===== src/hdl/qrrs_pkg.sv =====
// Shared types and constants for the quadratic real root solver.
// No dependencies; every other file but the assertion header refers to it by scoped names.
`default_nettype none

package qrrs_pkg;

    localparam int WORD_BITS = 32;
    localparam int ROOT_BITS = WORD_BITS + 1;
    localparam int DISC_BITS = 2 * ROOT_BITS;
    localparam int QMAG_BITS = WORD_BITS + 1;
    localparam int PROD_BITS = 2 * WORD_BITS;

    localparam logic [WORD_BITS-1:0] ROOT_MAX = {1'b0, {(WORD_BITS-1){1'b1}}};
    localparam logic [WORD_BITS-1:0] ROOT_MIN = {1'b1, {(WORD_BITS-1){1'b0}}};

    typedef logic [WORD_BITS-1:0] mag_t;

    typedef struct packed {
        logic signed [WORD_BITS-1:0] coef_quad;
        logic signed [WORD_BITS-1:0] coef_lin;
        logic signed [WORD_BITS-1:0] coef_const;
    } coef_t;

    typedef struct packed {
        logic signed [WORD_BITS-1:0] root_first;
        logic signed [WORD_BITS-1:0] root_second;
        logic [1:0]                  solve_status;
    } roots_t;

    typedef enum logic [1:0] {
        STAT_OK       = 2'd0,
        STAT_NEG_DISC = 2'd1,
        STAT_DEGEN    = 2'd2,
        STAT_SAT      = 2'd3
    } status_t;

    typedef enum logic [1:0] {
        KIND_QUAD,
        KIND_LINEAR,
        KIND_DEGEN,
        KIND_NEG_DISC
    } kind_t;

    // Classified item: signs and magnitudes of the coefficients
    typedef struct packed {
        kind_t kind;
        logic  aneg;
        mag_t  amag;
        logic  bneg;
        mag_t  bmag;
        logic  cneg;
        mag_t  cmag;
    } job_t;

    // Queue entry between front and back
    typedef struct packed {
        job_t                 job;
        logic [DISC_BITS-1:0] disc;
    } qentry_t;

    typedef struct packed {
        logic full;
        logic empty;
    } fifo_stat_t;

endpackage

`default_nettype wire


===== src/hdl/qrrs_fifo.sv =====
// Short queue between the front end and the solver back end.
// Depends on qrrs_pkg.
`default_nettype none

module qrrs_fifo #(
    parameter int DEPTH = 4
) (
    input  wire logic              aclk,
    input  wire logic              aresetn,
    input  wire logic              push,
    input  wire qrrs_pkg::qentry_t push_data,
    input  wire logic              pop,
    output qrrs_pkg::fifo_stat_t   stat,
    output qrrs_pkg::qentry_t      head_data
);

    localparam int PTR_W = $clog2(DEPTH);
    localparam int CNT_W = $clog2(DEPTH + 1);

    qrrs_pkg::qentry_t store_reg [DEPTH];
    logic [PTR_W-1:0]  wr_ptr_reg, wr_ptr_next;
    logic [PTR_W-1:0]  rd_ptr_reg, rd_ptr_next;
    logic [CNT_W-1:0]  count_reg, count_next;

    assign stat.full  = (count_reg == CNT_W'(DEPTH));
    assign stat.empty = (count_reg == '0);
    assign head_data  = store_reg[rd_ptr_reg];

    // Pointer and fill count update
    always_comb begin
        wr_ptr_next = wr_ptr_reg;
        rd_ptr_next = rd_ptr_reg;
        count_next  = count_reg;
        if (push) begin
            wr_ptr_next = (wr_ptr_reg == PTR_W'(DEPTH - 1)) ? '0 : wr_ptr_reg + 1'b1;
        end
        if (pop) begin
            rd_ptr_next = (rd_ptr_reg == PTR_W'(DEPTH - 1)) ? '0 : rd_ptr_reg + 1'b1;
        end
        case ({push, pop})
            2'b10:   count_next = count_reg + 1'b1;
            2'b01:   count_next = count_reg - 1'b1;
            default: count_next = count_reg;
        endcase
    end

    always_ff @(posedge aclk) begin
        if (!aresetn) begin
            wr_ptr_reg <= '0;
            rd_ptr_reg <= '0;
            count_reg  <= '0;
        end else begin
            wr_ptr_reg <= wr_ptr_next;
            rd_ptr_reg <= rd_ptr_next;
            count_reg  <= count_next;
        end
    end

    always_ff @(posedge aclk) begin
        if (push) begin
            store_reg[wr_ptr_reg] <= push_data;
        end
    end

endmodule

`default_nettype wire


===== config.mk =====
export PLATFORM = sky130hd
export DESIGN_NAME = qrrs_fifo
export DESIGN_NICKNAME = d
export VERILOG_FILES = /design/src/hdl/qrrs_pkg.sv /design/src/hdl/qrrs_fifo.sv
export SDC_FILE = /design/constraint.sdc
export NUM_CORES = 1
export LEC_CHECK = 0
export BUFFER_PORTS_ARGS = -buffer_cell sky130_fd_sc_hd__buf_4
export CAP_MARGIN = 10
export CORE_MARGIN = 2
export CORE_UTILIZATION = 59
export CTS_BUF_LIST = sky130_fd_sc_hd__clkbuf_16
export CTS_CLUSTER_SIZE = 16
export DETAILED_ROUTE_END_ITERATION = 6
export GPL_ROUTABILITY_DRIVEN = 0
export GPL_TIMING_DRIVEN = 0
export PLACE_DENSITY = 0.83
export SLEW_MARGIN = 15
export SYNTH_ARGS = -nofsm -noshare
export SYNTH_HDL_FRONTEND = slang
export SYNTH_SLANG_ARGS = --single-unit

===== constraint.sdc =====
create_clock -name aclk -period 10 [get_ports aclk]
set_input_delay 2.5 -clock aclk [delete_from_list [all_inputs] [get_ports aclk]]
set_output_delay 2.5 -clock aclk [all_outputs]
set_load 0.02 [all_outputs]

# --- Yosys cells after proc, flatten, opt, wreduce, memory -nomap -nowiden ---
# Memories as Yosys holds them, arrays and structs flattened. A register that Yosys moved wholly into a read port is not among the register bits.
# Index checks and enable logic that the tools add are counted.
# W data, S select, Z words.
totals:
  regBits: 7
  n_memories: 1
  ram_bits: 668
  out_inout_bits: 169
memory_table:
  columns: ["memory", "depth", "word_bits", "read_ports", "rd_clocked_by_memory_dff", "write_ports", "line", "source"]
  rows:
  - ["store_reg", 4, 167, 1, 1, 1, "qrrs_fifo.sv:20", "qrrs_pkg::qentry_t store_reg [DEPTH];"]
classes:
  n_reduce_logical: 2
  n_eq_ne: 5
  muxes: 7
  addsub: 4
ops:
  columns: ["op", "count"]
  rows:
  - ["$mux W2", 4]
  - ["$eq A2 B2 Y1 const B", 3]
  - ["$pmux W3 S2", 1]
  - ["$add A2 B1 Y2 const B", 2]
  - ["$add A3 B1 Y3 const B", 1]
  - ["$eq A3 B3 Y1 const B", 1]
  - ["$logic_not A3 Y1", 1]
  - ["$sub A3 B1 Y3 const B", 1]
  - ["$eq A2 B1 Y1 const B", 1]
  - ["$mux W1", 2]
  - ["$reduce_bool A2 Y1", 1]

# --- Depth between registers and ports, before layout ---
logic_depth:
  ltp_word: 4
  mapped_depth: 7

# --- Worst setup path before layout ---
# No wires, ideal clock.
synth_timing:
  path_type: "input to register"
  start: "input push"
  end: "memory store_reg[0][0] in the netlist's numbering (enable)"
  path_buffers: 0
  cell_stages: 1
  arrival_ns: 6.302
  required_time_ns: 9.454
  setup_slack_ns: 3.151
  path_cell_list: "and2_1"
synth_via:
  elab_chain_len: 2
synth_lines:
  columns: ["element", "line", "source"]
  rows:
  - ["start: declaration", "qrrs_fifo.sv:10", "input wire logic push,"]
  - ["$mux W1", "qrrs_fifo.sv:60", "if (push) begin"]
  - ["$mux W1 (implied by the code)", "qrrs_fifo.sv:61", "store_reg[wr_ptr_reg] <= push_data;"]
  - ["end: declaration", "qrrs_fifo.sv:20", null]
# No other way between the ends.

==> run metrics <==
fin crit period 5.23 ns; switching pwr 1.37 mW; DP Worst Slack 5.22 ns; Mean Syn Cell Area 26.7 µm²; pin count of the biggest net entering global routing 51; Critical Path AT 2.73 ns; Tcrit/Tclk final 52.3%; CTS Buffer Depth 3; hold_buf cts 0; nets 1520; critical-path cell list buf_2 -> clkbuf_1 -> buf_2 -> mux4_2 -> buf_4; Pre-antenna DRT Iters 4; GRT Total Usage 23.7%; CP Class reg2out; CP endpoint kind output pin; CTS Buf Count 66; via/cell ratio 5.86; drt drc 0; die width 208 µm; cts repair resizes 0; root buf cell clkbuf_16; share of post-route cells with drive strength above 1 46.2%; RSZ-0062 raised after global routing no; Post-synth EDFFs 668; Int Pwr 4.78 mW; Detailed Route WL 50.2 mm; CTS tree yes; internal reg-to-reg setup slack 8.00 ns; cell repeated most along the worst path buf_2; die area 43300 µm²; Max stage delay on crit path 0.62 ns; normalized max-slew margin 49.0%; largest area contributor in the netlist edfxtp_1; Starting Density 59.9%; Syn Nets 1098; Ports 340; most frequent cell after synthesis edfxtp_1; clock sinks 677; final hold vios 0; asr flop ratio synth 0%; drt first-iter violations 891; Syn Inst Count 920; sequential share of the synthesized area 82.4%; Max VDD drop 0.194 mV; fmax 191 MHz; clock power share 35.9%; slew at the pin closest to its max-slew limit 0.766 ns; Net Sw Frac 22.2%; power per cell area 204 nW/µm²; Crit Reg-Reg Startpoint wr_ptr_reg[0]; clock insertion delay at the later pin of the skew report 0.57 ns; Cell variety after synth 24; Synth warnings 0; hold depth 2; Final Setup Violations 0; first-pass GRT wire length 74.8 mm; critical path peak fanout 10; H-tree depth 3; post-route setup slack 4.77 ns; Flop pwr share 53.1%; Main synth FF type edfxtp_1; core area 41000 µm²; Wirelength per Cell 26.2 µm; Worst Reg-to-Reg Cells 4; final instance area 30100 µm²; count of state elements after synthesis 677; Port Buf Inserts 339; routed vias 11200; total power draw 6.15 mW; filler cell count 2162; Detail Route Antenna Nets 0; post-DP HPWL 31.3 mm; Post CTS Setup Buffer Count 0; clk slew on worst S/H paths 0.06 ns; hold_sp count_reg[2]; post-synth top area share 81.6%; Critical Path Slowest Stage Cell clkbuf_1; worst r2r dst store_reg[1][144]; grt ovf 0; status finished clean; max_cap viols 0; # rows 74; Mapped Area 24600 µm²; combinational power share 11.0%; Hold Path Sink count_reg[2]; Startpoint Class flop; die height 208 µm; top cells by count, synth edfxtp_1 (668), mux4_2 (167), buf_2 (18), buf_6 (15), dfxtp_1 (9); Req. time, crit path 7.50 ns; Slew Viols, Final 0; worst hold path class reg2reg; Layout Skew 0.0104 ns; max reg flops 668; vias in the first global route 12000; Layout area overhead 22.4%; initial antenna violation count 4; Post-DP Area 28200 µm²; leakage power 10.2 nW; Area contributors post-synth edfxtp_1 (82%), mux4_2 (15%), dfxtp_1 (0.73%)
-- placed cells by master (no fill, tap or decap), drive strengths merged --
master / netlist / layout
a21boi: 1 / 1
nand2: 1 / 1
clkbuf: 4 / 71
bufinv: 0 / 1
diode: 0 / 2
o21ai: 2 / 2
mux4: 167 / 167
nor2b: 4 / 4
or3: 1 / 1
clkinvlp: 0 / 2
inv: 6 / 25
ha: 6 / 6
a21oi: 1 / 1
xnor2: 1 / 1
dfxtp: 9 / 9
o21a: 1 / 1
xor2: 1 / 1
mux2i: 2 / 2
nor3b: 2 / 2
edfxtp: 668 / 668
fa: 1 / 1
and3: 1 / 1
nor3: 1 / 1
and2: 6 / 6
buf: 34 / 388
clkinv: 0 / 20
-- power by group through the flow --
stage	sequential [mW]	combinational, mW	clock [mW]
2_1_floorplan	3.33	0.362	0
3_3_place_gp	3.35	0.647	0
3_5_place_dp	3.32	0.677	0
4_1_cts	3.27	0.685	2.25
5_1_grt	3.27	0.712	2.36
6_report	3.27	0.674	2.21
-- per-stage QoR --
step	TNS (ns)	utilization, %	std cells	hold WS, ns
final	0	73.3	1917	0.523
after global routing	0	73.3	1915	0.554
after CTS	0	73.3	1915	0.520
after global placement	-6.09	67.7	1791	0.494
after floorplan	0	-	920	0.473
after detailed placement	0	68.7	1806	0.512
-- worst max path at each step --
stage                     start           endpoint  slack [ns]
final                      flop      head_data[25]        4.77
after global routing       flop      head_data[25]        4.60
after CTS                  flop     head_data[114]        4.61
after detailed placement   flop     head_data[110]        5.22
after global placement     push  store_reg[1][120]       -0.04
after floorplan            push    store_reg[0][0]        3.15
-- critical path, delay by kind of cell, from the launching register on --
family / cells / cell delay (ns)
mux: 1 / 0.38
buf+inv: 4 / 1.45
flops: 1 / 0.31
-- layout make-up --
cell class | count | area, µm² | share of cell area [%]
Antenna cell | 2 | 5.00 | 0.0166
Sequential cell | 677 | 20200 | 67.3
Buffer | 38 | 289 | 0.961
Tap cell | 532 | 666 | 2.21
Inverter | 6 | 22.5 | 0.0749
Clock inverter | 42 | 219 | 0.728
Timing Repair Buffer | 354 | 2920 | 9.71
Clock buffer | 67 | 1680 | 5.58
Multi-Input combinational cell | 199 | 4030 | 13.4
-- logic make-up (layout without fill, tap and decap cells) --
kind of cell | after synthesis | count (layout) | synth area share [%]
flops | 677 | 677 | 82.4
mux | 169 | 169 | 15.4
buf+inv | 44 | 507 | 1.27
simple gates | 16 | 16 | 0.402
fa+ha+maj | 7 | 7 | 0.387
compound gates | 5 | 5 | 0.122
xor+xnor | 2 | 2 | 0.0713
other cells | 0 | 2 | 0
-- metal layers --
| metal | vias to the layer above | wire (µm) | global-route usage (%) |
|---|---|---|---|
| li1 | 4825 | - | - |
| met1 | 5854 | 18400 | 29.1 |
| met2 | 453 | 25600 | 39.0 |
| met3 | 89 | 4670 | 8.72 |
| met4 | 6 | 1430 | 8.56 |
| met5 | - | 36 | 0 |
(Power assumes the default switching activity.)
